==> config.mk <==
export PLATFORM = sky130hd
export DESIGN_NAME = cpp_queue
export DESIGN_NICKNAME = d
export VERILOG_FILES = /design/src/cpp_pkg.sv /design/src/cpp_queue.sv
export SDC_FILE = /design/constraint.sdc
export NUM_CORES = 1
export LEC_CHECK = 0
export ABC_AREA = 0
export BUFFER_PORTS_ARGS = -buffer_cell sky130_fd_sc_hd__buf_4
export CAP_MARGIN = 25
export CORE_UTILIZATION = 45
export DETAILED_ROUTE_END_ITERATION = 10
export PLACE_DENSITY = 0.73
export SETUP_SLACK_MARGIN = 0.1
export SLEW_MARGIN = 20
export SYNTH_ARGS = -nofsm -noshare
export SYNTH_HDL_FRONTEND = slang
export SYNTH_SLANG_ARGS = --single-unit
==> constraint.sdc <==
create_clock -name clock -period 2.7 [get_ports clock]
set_input_delay 0.27 -clock clock [delete_from_list [all_inputs] [get_ports clock]]
set_output_delay 0.27 -clock clock [all_outputs]
set_load 0.01 [all_outputs]
==> src/cpp_pkg.sv <==
package cpp_pkg;

   localparam int FIELD_W     = 16;
   localparam int IN_DATA_W   = 32;
   localparam int DIST_W      = 34;
   localparam int IDX_OUT_W   = 10;
   localparam int OUT_DATA_W  = 120;
   localparam int OUT_USER_W  = 2;
   localparam int QUEUE_DEPTH = 4;

   localparam logic [DIST_W-1:0] DIST_NONE = DIST_W'(64'd1 << 33);
   localparam logic [DIST_W-1:0] DIST_MAX  = '1;

   typedef enum logic [1:0] {
      ST_LOAD,
      ST_SEARCH,
      ST_DRAIN,
      ST_EMIT
   } back_state_type;

   // first member sits in the high bits
   typedef struct packed {
      logic [FIELD_W-1:0]   second_y;
      logic [FIELD_W-1:0]   second_x;
      logic [FIELD_W-1:0]   first_y;
      logic [FIELD_W-1:0]   first_x;
      logic [IDX_OUT_W-1:0] second_index;
      logic [IDX_OUT_W-1:0] first_index;
      logic [DIST_W-1:0]    best_dist_sq;
   } rsp_fields_type;

   typedef struct packed {
      logic overflow;
      logic found;
   } rsp_flags_type;

endpackage

==> src/cpp_queue.sv <==
module cpp_queue #(
   parameter int WIDTH = 33
) (
   input  logic             clock,
   input  logic             reset,
   input  logic             push_valid,
   output logic             push_ready,
   input  logic [WIDTH-1:0] push_data,
   output logic             pop_valid,
   input  logic             pop_ready,
   output logic [WIDTH-1:0] pop_data
);

   localparam int DEPTH = cpp_pkg::QUEUE_DEPTH;
   localparam int PW    = $clog2(DEPTH);

   logic [WIDTH-1:0] entry_ff [DEPTH];
   logic [PW-1:0]    wr_ptr_ff;
   logic [PW-1:0]    wr_ptr_in;
   logic [PW-1:0]    rd_ptr_ff;
   logic [PW-1:0]    rd_ptr_in;
   logic [PW:0]      fill_ff;
   logic [PW:0]      fill_in;
   logic             do_push;
   logic             do_pop;

   assign push_ready = fill_ff != (PW+1)'(DEPTH);
   assign pop_valid  = fill_ff != '0;
   assign pop_data   = entry_ff[rd_ptr_ff];
   assign do_push    = push_valid && push_ready;
   assign do_pop     = pop_valid && pop_ready;

   always_comb begin
      wr_ptr_in = do_push ? wr_ptr_ff + 1'b1 : wr_ptr_ff;
      rd_ptr_in = do_pop  ? rd_ptr_ff + 1'b1 : rd_ptr_ff;
      fill_in   = fill_ff;
      if (do_push && !do_pop) begin
         fill_in = fill_ff + 1'b1;
      end else if (do_pop && !do_push) begin
         fill_in = fill_ff - 1'b1;
      end
   end

   always_ff @(posedge clock) begin
      if (reset) begin
         wr_ptr_ff <= '0;
         rd_ptr_ff <= '0;
         fill_ff   <= '0;
      end else begin
         wr_ptr_ff <= wr_ptr_in;
         rd_ptr_ff <= rd_ptr_in;
         fill_ff   <= fill_in;
      end
   end

   always_ff @(posedge clock) begin
      if (do_push) begin
         entry_ff[wr_ptr_ff] <= push_data;
      end
   end

endmodule

* After elaboration in Yosys (flattened, before gate mapping) *
Memories as Yosys holds them, arrays and structs flattened. A register that Yosys moved wholly into a read port is not among the register bits.
Index checks and enable logic that the tools add are counted.
Widths: inputs -> output; s select.

word-level totals
  bits in registers = 7
  RAM bits = 132
  input bits = 37
  output and inout port bits = 35
  logic and storage cells = 23
  memories kept = 1

memory list
  memory    words  width  read ports  clocked after memory_dff  wr ports  line             RTL
  entry_ff  4      33     1           1                         1         cpp_queue.sv:17  logic [WIDTH-1:0] entry_ff [DEPTH];

operators by class
  add/sub/neg operators = 4
  equality and inequality tests = 1
  mux-type cells = 6
  reductions and logical operators = 8

operator list
  operator             number
  $mux 3               2
  $add 2x1->2 const B  2
  $logic_and 1x1->1    4
  $mux 2               2
  $add 3x1->3 const B  1
  $ne 3x3->1 const B   1
  $reduce_bool 3->1    1
  $sub 3x1->3 const B  1
  $logic_not 1->1      2
  $mux 1               2
  $reduce_bool 2->1    1

* Depth between registers and ports, before layout *
  depth in word-level cells = 6
  mapped depth = 8

* Worst setup path after synthesis *
OpenSTA, ideal clock, no wires.

  path kind = register to register
  start point = register fill_ff[0]
  end point = register fill_ff[2]
  library setup time = 0.070 ns
  arrival time = 1.922 ns
  data required time = 2.630 ns
  path slack = 0.708 ns
  stages on the path, launching flop included = 9
  buffers on the path = 0
  path through = dfxtp_1 -> nor2_2 -> a21boi_4 -> ha_1 -> inv_1 -> fa_1 -> xor2_1 -> or3_1 -> a21oi_1

between the ends
  word-level cells in the longest chain between the ends = 5

ends and longest elaborated chain
  element                             line             RTL
  start: declaration                  cpp_queue.sv:22  logic [PW:0] fill_ff;
  start signal: assignment            cpp_queue.sv:52  fill_ff <= fill_in;
  $ne 3x3->1 (*)                      cpp_queue.sv:27  assign push_ready = fill_ff != (PW+1)'(DEPTH);
  $logic_and 1x1->1 (*)               cpp_queue.sv:30  assign do_push = push_valid && push_ready;
  net do_push                         cpp_queue.sv:24  logic do_push;
  $logic_not 1->1                     cpp_queue.sv:39  end else if (do_pop && !do_push) begin
  $logic_and 1x1->1                   cpp_queue.sv:39
  $reduce_bool 2->1 (no source line)  -

The timed path passes the listed nets; every way through them passes the cells marked *. The select of a mux whose other input is x is not followed.
A chain may end at the register's enable or synchronous reset.

* Worst setup path after layout *
Ends and elaborated chain as after synthesis.

==> flow_summary.ini <==
[timing]
fin_crit_sh_pct = 80.8
finalSetupTns_ps = 0
setup_viol = 0
slew_violations = 0
fin_crit_ps = 2180
rsz0062_at_grt = no
max_slew_margin_pct = 62.8
hold_viol = 0
clock_skew_ps = 8.24
maxClockFrequency_mhz = 458
tightest_slew_ps = 558

[yosys]
synth_area_mm2 = 0.00529
syn_inst = 221
synth_compound_area_share_pct = 0.946
synth_flop_cell = edfxtp_1
synth-seq-cells = 141
synth-simple-area-share_pct = 1.63
synth_area_per_cell_um2 = 23.9
synth_edf_count = 132
yosysSeqAreaShare_pct = 78.4
synth_top_family_by_area = multiplexers
synth-adder-area-share_pct = 1.56
post_synth_num_cell_types = 25
yosysWarnings = 0
synthXorXnorAreaFrac_pct = 0.662
synthMuxAreaShare_pct = 14.9
synth_nets = 264
postSynth.asyncResetShare_pct = 0

[worst_setup_path]
rr_worst_depth = 8
cp-end-kind = flop
crit_family = adder cells
r2r_slack_ps = 520
cp.required_ps = 3040
crit_arrival_ps = 2530
slowest_stage = dfxtp_1
worstSetupPathType = flop to flop
cp_max_fo = 7
reg2reg_to = fill_ff[2]$_SDFFE_PP0P_
start_kind = flop
crit_path_max_incr_delay_ps = 480
timing.rr.start = fill_ff[0]$_SDFFE_PP0P_
path_cells = nor2_2 > a21boi_4 > ha_1 > inv_1 > fa_1 > xor2_1 > or3_1 > a21oi_1
path_buf_inv = 1

[pwr]
combPwrFrac_pct = 21.8
switchingPower_mw = 1.60
seqPwrFrac_pct = 40.3
power_density_mw_per_mm2 = 1030
swShare_pct = 23.2
p_clk_share_pct = 37.9
p_int_mw = 5.27
power_leakage_nw = 2.32
max-vdd-ir-drop_mv = 0.521

[die]
initial_core_util_pct = 46.3
fp.dieW_um = 110
ioPinCount = 72
die_y_um = 110
core_mm2 = 0.0114
die_area_mm2 = 0.0122
row_count = 39

[route]
drt_first_pass_iters = 4
remaining_drc_errors = 0
ant_nets = 0
wl_per_cell_um = 18.5
via_count = 2429
viasPerCell = 5.22
drt_iter0_markers = 138
finalWirelength_mm = 8.61

[cells_and_area]
utilization_pct = 58.2
final_common_cell = edfxtp_1
nNetsFinal = 353
diodes = 0
area_growth_pct = 25.7
drive_gt1_share_pct = 45.3
layout_common_cells = edfxtp_1, buf_4, mux4_2

[clock_network]
clk_latency_ps = 410
cts_tree = done
ctsHoldBuffers = 0
cts.repair.resized = 0
postCtsSetupBuffers = 0
cts_buffers = 17
cts_sinks = 141
root_buffer = clkbuf_16
clk_pin_slew_ps = 60
cts_max_level = 4
clockBufferDepth = 2

[worst_hold_path]
hp-start = push_data[7]
hold_end = entry_ff[2][7]$_DFFE_PP_
hold_path.class = input pin to flop
hold_depth = 1

[global_route]
antenna_found_initial = 0
track_usage_pct = 15.5
grt_overflow = 0
grt_first_pass_wirelength_mm = 13.6
grt_max_degree = 34
grt_pass1_vias = 2640

[outcome]
outcome = completed

[placement]
dp_hpwl_mm = 5.17
place_congestion = 0.674
io_buffers = 71

[flow_run]
cap_violations = 0
-- stage by stage --
step	setup WS, ps	cell area [µm²]	power, mW	std cells	hold WS, ps
floorplan	708	5290	3.78	221	369
global placement	637	5970	4.31	434	469
detailed placement	536	5970	4.34	434	474
CTS	503	6650	6.96	465	39.3
global route	382	6650	7.15	465	33.7
finish	518	6650	6.87	465	57.5
-- registers in the layout, indices dropped and copies added, names as in the netlist, named ones only --
signal     cells
fill_ff        3
wr_ptr_ff      2
rd_ptr_ff      2
entry_ff     132
-- cell usage after synthesis, types with 2 or more instances --
library cell / instances / share of area [%]
edfxtp_1: 132 / 75
mux4_2: 30 / 13
dfxtp_1: 9 / 3.4
nor2_1: 7 / 0.50
ha_1: 5 / 1.2
and2_1: 4 / 0.47
xor2_1: 4 / 0.66
buf_12: 3 / 1.1
buf_2: 3 / 0.28
inv_1: 3 / 0.21
mux4_1: 3 / 1.5
clkbuf_1: 2 / 0.14
mux2i_1: 2 / 0.38
nand2b_1: 2 / 0.24
or3_1: 2 / 0.24
-- cell type report --
type	count	area [µm²]
tap	143	179
fill	859	4770
inverter	3	11.3
clock buffer	17	425
timing repair buffer	79	593
multi-input combinational	68	1040
sequential	141	4150
clock inverter	14	248
-- power by group through the flow --
stage | Combinational (mW) | Sequential [mW] | Clock (mW)
final | 1.50 | 2.77 | 2.60
after CTS | 1.54 | 2.78 | 2.65
after global routing | 1.62 | 2.80 | 2.73
after floorplan | 1.01 | 2.77 | 0
after detailed placement | 1.52 | 2.82 | 0
after global placement | 1.51 | 2.80 | 0
-- how the worst max path moves through the flow --
stage	slack (ps)	to	cells past startpoint	from
after CTS	500	fill_ff[2]$_SDFFE_PP0P_	8	fill_ff[0]$_SDFFE_PP0P_
final	520	fill_ff[2]$_SDFFE_PP0P_	8	fill_ff[0]$_SDFFE_PP0P_
after floorplan	710	fill_ff[2]$_SDFFE_PP0P_	8	fill_ff[0]$_SDFFE_PP0P_
after global placement	640	fill_ff[2]$_SDFFE_PP0P_	8	fill_ff[0]$_SDFFE_PP0P_
after detailed placement	540	fill_ff[2]$_SDFFE_PP0P_	8	fill_ff[0]$_SDFFE_PP0P_
after global routing	380	fill_ff[2]$_SDFFE_PP0P_	8	fill_ff[0]$_SDFFE_PP0P_
-- logic make-up (layout without fill, tap and decap cells) --
family | after synthesis | count (layout)
xor gates and xnor gates | 4 | 4
adders and majority gates | 6 | 6
muxes | 36 | 36
buffers and inverters | 12 | 113
AOI/OAI and AO/OA | 5 | 5
DFF | 141 | 141
and+or+nand+nor | 17 | 17
-- per-layer routing --
layer | track usage, % | up-vias | wire [µm]
met1 | 17.7 | 1244 | 3510
met3 | 5.98 | 13 | 488
met2 | 25.7 | 67 | 4490
li1 | - | 1105 | -
met5 | 0 | - | 0
met4 | 7.20 | 0 | 126
Power figures use the tool's default switching activity.
