--- src/cpp_pkg.sv ---
package cpp_pkg;

   localparam int FIELD_W     = 16;
   localparam int IN_DATA_W   = 32;
   localparam int DIST_W      = 34;
   localparam int IDX_OUT_W   = 10;
   localparam int OUT_DATA_W  = 120;
   localparam int OUT_USER_W  = 2;
   localparam int QUEUE_DEPTH = 4;

   localparam logic [DIST_W-1:0] DIST_NONE = DIST_W'(64'd1 << 33);
   localparam logic [DIST_W-1:0] DIST_MAX  = '1;

   typedef enum logic [1:0] {
      ST_LOAD,
      ST_SEARCH,
      ST_DRAIN,
      ST_EMIT
   } back_state_type;

   // first member sits in the high bits
   typedef struct packed {
      logic [FIELD_W-1:0]   second_y;
      logic [FIELD_W-1:0]   second_x;
      logic [FIELD_W-1:0]   first_y;
      logic [FIELD_W-1:0]   first_x;
      logic [IDX_OUT_W-1:0] second_index;
      logic [IDX_OUT_W-1:0] first_index;
      logic [DIST_W-1:0]    best_dist_sq;
   } rsp_fields_type;

   typedef struct packed {
      logic overflow;
      logic found;
   } rsp_flags_type;

endpackage

--- src/cpp_front.sv ---
module cpp_front #(
   parameter int COORD_BITS = 16
) (
   input  logic                               clock,
   input  logic                               reset,
   input  logic                               req_tvalid,
   output logic                               req_tready,
   input  logic [cpp_pkg::IN_DATA_W-1:0]      req_tdata,
   input  logic                               req_tlast,
   output logic                               push_valid,
   input  logic                               push_ready,
   output logic [2*COORD_BITS:0]              push_data
);

   localparam int C = COORD_BITS;

   logic                 hold_valid_ff;
   logic                 hold_valid_in;
   logic [2*C:0]         hold_data_ff;
   logic [31:0]          ext_x;
   logic [31:0]          ext_y;
   logic                 accept;

   // trim or sign-extend each field to the working coordinate width
   assign ext_x  = 32'(signed'(req_tdata[cpp_pkg::FIELD_W-1:0]));
   assign ext_y  = 32'(signed'(req_tdata[2*cpp_pkg::FIELD_W-1:cpp_pkg::FIELD_W]));

   assign req_tready = !hold_valid_ff || push_ready;
   assign accept     = req_tvalid && req_tready;
   assign push_valid = hold_valid_ff;
   assign push_data  = hold_data_ff;

   always_comb begin
      hold_valid_in = hold_valid_ff;
      if (accept) begin
         hold_valid_in = 1'b1;
      end else if (push_ready) begin
         hold_valid_in = 1'b0;
      end
   end

   always_ff @(posedge clock) begin
      if (reset) begin
         hold_valid_ff <= 1'b0;
      end else begin
         hold_valid_ff <= hold_valid_in;
      end
   end

   always_ff @(posedge clock) begin
      if (accept) begin
         hold_data_ff <= {req_tlast, ext_y[C-1:0], ext_x[C-1:0]};
      end
   end

endmodule

--- config.mk ---
export PLATFORM = sky130hd
export DESIGN_NAME = cpp_front
export DESIGN_NICKNAME = d
export VERILOG_FILES = /design/src/cpp_pkg.sv /design/src/cpp_front.sv
export SDC_FILE = /design/constraint.sdc
export NUM_CORES = 1
export LEC_CHECK = 0
export BUFFER_PORTS_ARGS = -buffer_cell sky130_fd_sc_hd__buf_4
export CORE_MARGIN = 2
export CORE_UTILIZATION = 42
export CTS_BUF_LIST = sky130_fd_sc_hd__clkbuf_4
export DETAILED_ROUTE_END_ITERATION = 7
export PLACE_DENSITY = 0.81
export SLEW_MARGIN = 5
export SYNTH_ARGS = -nofsm -noshare
export SYNTH_HDL_FRONTEND = slang
export SYNTH_SLANG_ARGS = --single-unit
--- constraint.sdc ---
create_clock -name clock -period 1.38 [get_ports clock]
set_input_delay 0.138 -clock clock [delete_from_list [all_inputs] [get_ports clock]]
set_output_delay 0.138 -clock clock [all_outputs]
set_load 0.02 [all_outputs]
* After elaboration in Yosys (flattened, before gate mapping)
Index checks and enable logic that the tools add are counted.
Word-level totals: word-level logic and storage cells 8, register bits after elaboration 34, input bits 37, output and inout bits 35
Cells by class: mux-type cells 2, reductions and logical operators 4
Operator list (count):
- $mux W1 | 2
- $reduce_bool A2 Y1 | 1
- $logic_and A1 B1 Y1 | 1
- $logic_not A1 Y1 | 1
- $logic_or A1 B1 Y1 | 1

* Longest topological paths before layout
Gate-level depths: netlist (run 1).
depth after elaboration 4, gate-level depth with buffers 2, mapped depth without buffers 2

* Worst setup path before layout (run 1)
OpenSTA, ideal clock, no wires.
path type register to register, from register hold_valid_ff (netlist: push_valid), to register hold_data_ff[0] (netlist: push_data[0]) (enable), buffers on the path 0, setup slack 157 ps, cell stages (with the launch flop) 3, setup time 341 ps, arrival time 882 ps, cells stage by stage dfxtp_1 > nand2b_4 > and2_4
On the way: word-level cells in the longest chain between the ends 3
Ends and longest elaborated chain:
- start, declared | line cpp_front.sv:17 | logic hold_valid_ff;
- start signal, assigned | line cpp_front.sv:46 | hold_valid_ff <= hold_valid_in;
- $logic_not A1 Y1 | line cpp_front.sv:28 | assign req_tready = !hold_valid_ff || push_ready;
- $logic_or A1 B1 Y1 | line cpp_front.sv:28
- named net req_tready | line cpp_front.sv:7 | output logic req_tready,
- $logic_and A1 B1 Y1 | line cpp_front.sv:29 | assign accept = req_tvalid && req_tready;
- named net accept | line cpp_front.sv:22 | logic accept;
- end signal, assigned | line cpp_front.sv:52 | hold_data_ff <= {req_tlast, ext_y[C-1:0], ext_x[C-1:0]};
- end, declared | line cpp_front.sv:19 | logic [2*C:0] hold_data_ff;
The timed path passes the listed nets, and every way through them passes these cells. A chain may end at the register's enable or synchronous reset.

* Worst setup path after layout (run 1)
from register hold_valid_ff (netlist: push_valid), to register hold_data_ff[19] (netlist: push_data[19]) (enable)
On the way: word-level cells in the longest chain between the ends 3
Ends and longest elaborated chain (line):
- $logic_not A1 Y1 | cpp_front.sv:28
- $logic_or A1 B1 Y1 | cpp_front.sv:28
- $logic_and A1 B1 Y1 | cpp_front.sv:29
- named net accept | cpp_front.sv:22
The timed path passes the listed nets, and every way through them passes these cells.

==> out/qor.txt, run 1 <==
crit path cell chain - nand2b_4 > and2_4
Setup TNS - 0 ns
CP peak stage delay - 0.41 ns
crit path capture type - flop
Peak supply drop - 1.062 mV
Met2 Wirelength - 1487 um
Detailed Route WL - 2938 um
worst endpoint required time - 1.38 ns
die width - 53.91 um
uppermost layer routed - met4
sequential area share after synthesis - 96.65%
Core Area - 2410 um2
Buffers on Ports - 71
most area-hungry cell type in the Yosys netlist - edfxtp_1
Synth Area per Inst - 27.53 um2
routed vias/inst - 4.464
hold path start - req_tvalid
Yosys top cell area share - 94.74%
vias in the first global route - 865
FMAX - 822.7 MHz
pin count of the biggest net entering global routing - 34
Synth Register Bits - 34
Synth-to-Final Area Change - 92.23%
Arr. time, crit path - 1.21 ns
WL met3 - 323 um
CP bufs+invs - 0
RSZ-0062 raised after global routing - no
met1 wire length - 1082 um
Cells after Synth - 38
clock latency on the worst-skew pair - 0.34 ns
status - completed
clock transition at the registers of the reported paths - 0.10 ns
DR iter-0 viols - 6
Cell Rows - 18
Slew Viols, Final - 0
Main synth FF type - edfxtp_1
Synth async-reset ratio - 0%
total gr overflow - 0
diode count - 0
Setup violations, final - 0
first-pass GRT wire length - 4209 um
cell family with most CP delay - simple AND/OR/NAND/NOR gates
initial core utilization - 43.41%
CTS Buffer Depth - 2
die height - 53.91 um
CP Launch Type - flop
Wirelength per Cell - 16.23 um
Worst Skew - 0.007328 ns
P_leak - 0.8627 nW
initial antenna violation count - 0
die area - 2906 um2
period utilization - 88.08%
final hold slack - 0.06986 ns
Pre-antenna DRT Iters - 4
Max FO, Critical Path - 33
share of cells above drive strength 1 - 53.64%
CTS H-tree lvls - 2
worst hold path type - input pin to flop
Worst R2R Start - push_valid$_SDFFE_PP0P_
CTS tree - done
gr usage total - 23.15%
EDFF count, synth - 33
ANT nets after route - 0
io pins - 72
Cell variety after synth - 6
cts bufs inserted - 5
pwr dens - 1049 nW/um2
Critical-path top delay cell - and2_4
crit path time final - 1.215 ns
crit path kind - flop to flop
FILL cells - 106
syn_nets - 75
top-count cell post-synth - edfxtp_1
Slew HR - 72.63%
# resized after CTS - 0
Final Hold Violating Endpoints - 0
DR DRC count - 0
crit path launch - push_valid$_SDFFE_PP0P_
Tightest Pin Transition - 0.4106 ns
area of the multi-input gates - 31.28 um2
gp weighted congestion - 0.6820
maxcap violations - 0
Register Area - 1011 um2
CTS Sinks - 34
Layout Nets - 187
synth top area cells - edfxtp_1, dfxtp_1, nand2b_4
root buf cell - clkbuf_4
total number of vias - 808
Syn. warnings - 0
Syn Std Cell Area - 1046 um2
-- worst register-to-register path: cells and delay by family, from the launching register on --
kind | cells | cell delay [ns]
DFF | 1 | 0.36
and+or+nand+nor | 2 | 0.50
-- power breakdown --
group	internal [mW]	total, mW	switching, mW
Combinational	0.201	0.360	0.158
Clock	0.211	0.526	0.315
Sequential	1.20	1.22	0.0204
Total	1.62	2.11	0.494
-- cell type report --
type                       instances  share of cell area (%)
clock inverter                     2                  0.4356
multi-input combinational          3                   1.556
timing repair buffer             105                   43.43
clock buffer                       6                   2.240
sequential                        34                   50.28
inverter                           1                  0.1867
tap                               30                   1.867
-- registers in the layout, summed over array words and instances (netlist names) --
| register | cells |
|---|---|
| push_data | 33 |
| push_valid | 1 |
-- kinds of logic after synthesis --
group | count (synthesis) | share of synthesized area, %
AOI/OAI and AO/OA | 1 | 0.8375
buffers and inverters | 1 | 0.3585
and+or+nand+nor | 2 | 2.153
DFF | 34 | 96.65
-- through the flow --
step | power, mW | util, % | area (um2) | worst slack [ns] | std cells
after floorplan | 1.347 | - | 1046 | 0.1569 | 38
after global placement | 1.511 | 67.08 | 1617 | 0.2436 | 139
after detailed placement | 1.518 | 67.08 | 1617 | 0.2039 | 139
after CTS | 2.100 | 83.44 | 2011 | 0.1877 | 181
after global routing | 2.186 | 83.44 | 2011 | 0.1062 | 181
final | 2.110 | 83.44 | 2011 | 0.1645 | 181
-- layer usage --
layer / track usage [%] / vias up
li1: - / 375
met5: 0 / -
met3: 13.06 / 5
met4: 8.974 / 0
met1: 24.57 / 377
met2: 38.01 / 51
-- layout by cell type (no fill, tap or decap) --
| cell | n |
|---|---|
| clkbuf_4 | 6 |
| clkinv_2 | 1 |
| a21oi_2 | 1 |
| dlygate4sd3_1 | 34 |
| and2_4 | 1 |
| clkinv_1 | 1 |
| inv_1 | 1 |
| edfxtp_1 | 33 |
| dfxtp_1 | 1 |
| buf_4 | 71 |
| nand2b_4 | 1 |
-- final timing paths --
| path | to | slack [ns] | cells after the start |
|---|---|---|---|
| worst max-delay path | push_data[19]$_DFFE_PP_ | 0.16 | 2 |
| worst min-delay path | push_valid$_SDFFE_PP0P_ | 0.07 | 3 |
| worst max register to register | push_data[19]$_DFFE_PP_ | 0.16 | 2 |
| worst min register to register | push_valid$_SDFFE_PP0P_ | 0.54 | 2 |
-- what timing repair did --
item,CTS,global route
hold buffers,34,0
buffers inserted,0,0
hold endpoints to repair,34,0
(Power assumes the default switching activity.)
==> run 2, diff against run 1 <==
CELL_PAD_IN_SITES_DETAIL_PLACEMENT = 0   (was not set)
CELL_PAD_IN_SITES_GLOBAL_PLACEMENT = 1   (was not set)
CORE_UTILIZATION = 31   (was 42)
CTS_BUF_LIST = not set   (was sky130_fd_sc_hd__clkbuf_4)
PLACE_DENSITY = not set   (was 0.81)
PLACE_DENSITY_LB_ADDON = 0.1   (was not set)
==> out/qor.txt, run 2 (synthesis gave the netlist of run 1 again) <==
DR DRC count - 0
Worst Skew - 0.008773 ns
die width - 62.09 um
reg2reg path depth - 2
CTS H-tree lvls - 2
Wirelength per Cell - 12.35 um
die height - 62.09 um
most frequent cells in the layout - buf_4, dlygate4sd3_1, edfxtp_1
period utilization - 86.80%
final hold slack - 0.06397 ns
pin count of the biggest net entering global routing - 34
Synth-to-Final Area Change - 93.30%
gp weighted congestion - 0.6542
crit path kind - flop to flop
die area - 3855 um2
area of the multi-input gates - 31.28 um2
Final Hold Violating Endpoints - 0
Slew Viols, Final - 0
worst hold path type - input pin to flop
RSZ-0062 raised after global routing - no
CTS Buffer Depth - 2
maxcap violations - 0
Slew HR - 71.74%
Arr. time, crit path - 1.17 ns
Pre-antenna DRT Iters - 4
crit path capture type - flop
Cell Rows - 21
total number of vias - 773
P_leak - 0.8550 nW
share of cells above drive strength 1 - 52.67%
routed vias/inst - 3.944
root buf cell - clkbuf_4
diode count - 0
CP Launch Type - flop
pwr dens - 1012 nW/um2
Core Area - 3284 um2
most common cell after layout, fill and taps aside - buf_4
ANT nets after route - 0
FILL cells - 259
status - completed
crit path time final - 1.198 ns
area post-placement - 1637 um2
CTS tree - done
Setup violations, final - 0
max reg flops - 33
gr usage total - 12.30%
Layout Nets - 187
clock latency on the worst-skew pair - 0.31 ns
clock transition at the registers of the reported paths - 0.09 ns
fin cells - 196
Peak supply drop - 0.5338 mV
DR iter-0 viols - 17
initial antenna violation count - 0
initial core utilization - 31.85%
Max FO, Critical Path - 33
Final Instance Area - 2022 um2
cts bufs inserted - 5
placed instance count - 155
Tightest Pin Transition - 0.4239 ns
first-pass GRT wire length - 3174 um
Register Area - 1011 um2
FMAX - 834.8 MHz
Hold Crit Depth - 3
Detailed Route WL - 2420 um
vias in the first global route - 767
Worst Setup Slack, final - 0.1822 ns
pre-CTS worst setup slack - 0.1865 ns
total gr overflow - 0
# resized after CTS - 0
io pins - 72
Setup TNS - 0 ns
worst endpoint required time - 1.35 ns
Buffers on Ports - 71
CTS Sinks - 34
[run 2: cell count changes in the layout (fill, tap and decap cells not counted)]
cell and change:
clkbuf_1 +2, clkbuf_4 -1, clkinv_1 -1, clkinv_2 -1
[run 2: area by class of cell]
cell class	count	share of cell area, %
repair buffers	105	43.19
inverters	1	0.1856
multi-input cells	3	1.547
clock buffers	7	2.228
flip-flops and latches	34	50.00
well taps	46	2.847
[run 2: final timing paths]
path,endpoint,slack [ns],startpoint
worst max-delay path,push_data[4]$_DFFE_PP_,0.18,push_valid$_SDFFE_PP0P_
worst min-delay path,push_valid$_SDFFE_PP0P_,0.06,req_tvalid
worst max register to register,push_data[4]$_DFFE_PP_,0.18,push_valid$_SDFFE_PP0P_
worst min register to register,push_valid$_SDFFE_PP0P_,0.50,push_valid$_SDFFE_PP0P_
[run 2: routing by layer]
layer	GRT usage, %	wire length (um)	vias to the layer above
met4	7.599	0	0
met3	4.141	196	0
met5	0	0	-
met2	23.66	1459	40
met1	10.57	764	361
li1	-	-	372
[run 2: per-stage QoR]
stage | power (mW) | utilization (%)
after floorplan | 1.347 | -
after global placement | 1.515 | 49.83
after detailed placement | 1.521 | 49.83
after CTS | 2.080 | 61.56
after global routing | 2.148 | 61.56
final | 2.047 | 61.56
[run 2: repair_timing]
| action | in CTS | in global routing |
|---|---|---|
| hold endpoints to repair | 34 | 0 |
| setup buffers | 0 | 0 |
| hold buffers | 34 | 0 |
[run 2: where the power goes]
part           total (mW)  internal [mW]  switching [mW]
sequential           1.22           1.20          0.0173
clock               0.475          0.192           0.283
combinational       0.352          0.201           0.151
[run 2: critical path, stage by stage (launching register included)]
cell      delay (ns)
dfxtp_1         0.34
nand2b_4        0.08
and2_4          0.42
==> run 3, diff against run 2 <==
ABC_AREA = 1   (was not set)
==> out/qor.txt, run 3 <==
Slew Viols, Final - 0
P_leak - 0.8661 nW
CTS Buffer Depth - 2
Synth async-reset ratio - 0%
gr usage total - 11.36%
total gr overflow - 0
Arr. time, crit path - 0.93 ns
CTS tree - done
Synth-to-Final Area Change - 97.59%
routed vias/inst - 3.975
Core Area - 3284 um2
Cell variety after synth - 7
gp weighted congestion - 0.5972
fin util - 62.48%
total number of vias - 791
io pins - 72
Syn Std Cell Area - 1038 um2
Final Hold Violating Endpoints - 0
initial antenna violation count - 0
Setup TNS - 0 ns
top-count cell post-synth - edfxtp_1
most common cell after layout, fill and taps aside - buf_4
most area-hungry cell type in the Yosys netlist - edfxtp_1
Wirelength per Cell - 11.69 um
Synth Area per Inst - 26.63 um2
worst endpoint required time - 1.24 ns
RSZ-0062 raised after global routing - no
cts bufs inserted - 5
DR DRC count - 0
Worst Skew - 0.004056 ns
EDFF count, synth - 33
FILL cells - 249
maxcap violations - 0
Detailed Place HPWL - 1465 um
CP Launch Type - flop
Yosys top cell area share - 95.42%
# resized after CTS - 0
die height - 61.88 um
pin count of the biggest net entering global routing - 34
Slew HR - 88.22%
area post-placement - 1662 um2
die width - 61.88 um
Buffers on Ports - 71
Tightest Pin Transition - 0.1767 ns
Reg-to-Reg End - push_data[11]$_DFFE_PP_
pwr dens - 1009 nW/um2
share of cells above drive strength 1 - 54.25%
crit path capture type - output pin
period utilization - 77.05%
status - completed
ANT nets after route - 0
FMAX - 940.5 MHz
crit path kind - flop to output pin
syn_nets - 76
diode count - 0
Max FO, Critical Path - 3
Syn. warnings - 0
root buf cell - clkbuf_4
Peak supply drop - 0.5213 mV
first-pass GRT wire length - 2939 um
clock transition at the registers of the reported paths - 0.09 ns
Final Instance Area - 2052 um2
Pre-antenna DRT Iters - 2
worst hold path type - input pin to flop
Cell Rows - 21
Detailed Route WL - 2327 um
sequential area share after synthesis - 97.35%
DR iter-0 viols - 7
Synth Register Bits - 34
crit path launch - push_valid$_SDFFE_PP0P_
Setup violations, final - 0
clock latency on the worst-skew pair - 0.32 ns
worst setup path endpoint - req_tready
Reg2Reg Setup Slack - 0.36 ns
Layout Nets - 189
CTS Sinks - 34
Cells after Synth - 39
crit path time final - 1.063 ns
vias in the first global route - 709
CTS H-tree lvls - 2
die area - 3829 um2
initial core utilization - 31.62%
synth top area cells - edfxtp_1, dfxtp_1, a21oi_2
reg2reg path depth - 2
most frequent cells in the layout - buf_4, dlygate4sd3_1, edfxtp_1
Hold Crit Depth - 4
Main synth FF type - edfxtp_1
max reg flops - 33
Worst R2R Start - push_valid$_SDFFE_PP0P_
[run 3: cell count changes after synthesis, sizes merged]
| cell | change |
|---|---|
| inv | +1 |
| nand2b | -1 |
| nand2 | +1 |
| a21oi | +1 |
| and2 | -1 |
[run 3: how the worst min path moves through the flow]
stage | startpoint | slack, ns | to
after global placement | reset | 0.29 | push_valid$_SDFFE_PP0P_
after floorplan | reset | 0.19 | push_valid$_SDFFE_PP0P_
after global routing | push_ready | 0.08 | push_valid$_SDFFE_PP0P_
after CTS | push_ready | 0.06 | push_valid$_SDFFE_PP0P_
final | push_ready | 0.09 | push_valid$_SDFFE_PP0P_
after detailed placement | reset | 0.29 | push_valid$_SDFFE_PP0P_
[run 3: stage by stage]
| step | std cells | power [mW] | hold slack, ns | setup slack [ns] |
|---|---|---|---|---|
| 6_report | 199 | 2.070 | 0.08650 | 0.3167 |
| 5_1_grt | 199 | 2.169 | 0.07990 | 0.2722 |
| 4_1_cts | 199 | 2.101 | 0.06281 | 0.2890 |
| 3_5_place_dp | 157 | 1.530 | 0.2902 | 0.3691 |
| 3_3_place_gp | 157 | 1.527 | 0.2896 | 0.3884 |
| 2_1_floorplan | 39 | 1.350 | 0.1931 | 0.008304 |
[run 3: where the power goes]
| part | total, mW | internal [mW] | switching, mW |
|---|---|---|---|
| sequential | 1.22 | 1.20 | 0.0184 |
| clock | 0.489 | 0.191 | 0.297 |
| combinational | 0.360 | 0.206 | 0.154 |
| total | 2.07 | 1.60 | 0.470 |
[run 3: worst max-delay path: stages (launching register included)]
cell and delay [ns]:
dfxtp_2 0.38, nand2_2 0.08, buf_4 0.15
[run 3: area by class of cell]
class / count / area (um2) / share of cell area, %
clock inverters: 2 / 8.758 / 0.4268
repair buffers: 106 / 893.4 / 43.54
inverters: 2 / 7.507 / 0.3659
flip-flops and latches: 34 / 1012 / 49.33
multi-input cells: 3 / 31.28 / 1.524
well taps: 46 / 57.56 / 2.805
clock buffers: 6 / 41.29 / 2.012
[run 3: cell families after synthesis]
kind of cell | after synthesis | share of synthesized area, %
flops | 34 | 97.35
simple gates | 1 | 0.6028
compound gates | 2 | 1.325
buf+inv | 2 | 0.7222
[run 3: repair_timing]
action / CTS / global route
endpoints found under the hold margin: 34 / 0
hold buffers: 34 / 0
setup buffers: 0 / 0
[run 3: routing by layer]
layer,vias up,routed length [um],global-route usage (%),part of all wire [%]
met2,43,1320,21.20,57
li1,377,-,-,-
met4,0,21,6.383,0.90
met3,3,203,4.348,8.7
met1,368,782,10.39,34
met5,-,0,0,0
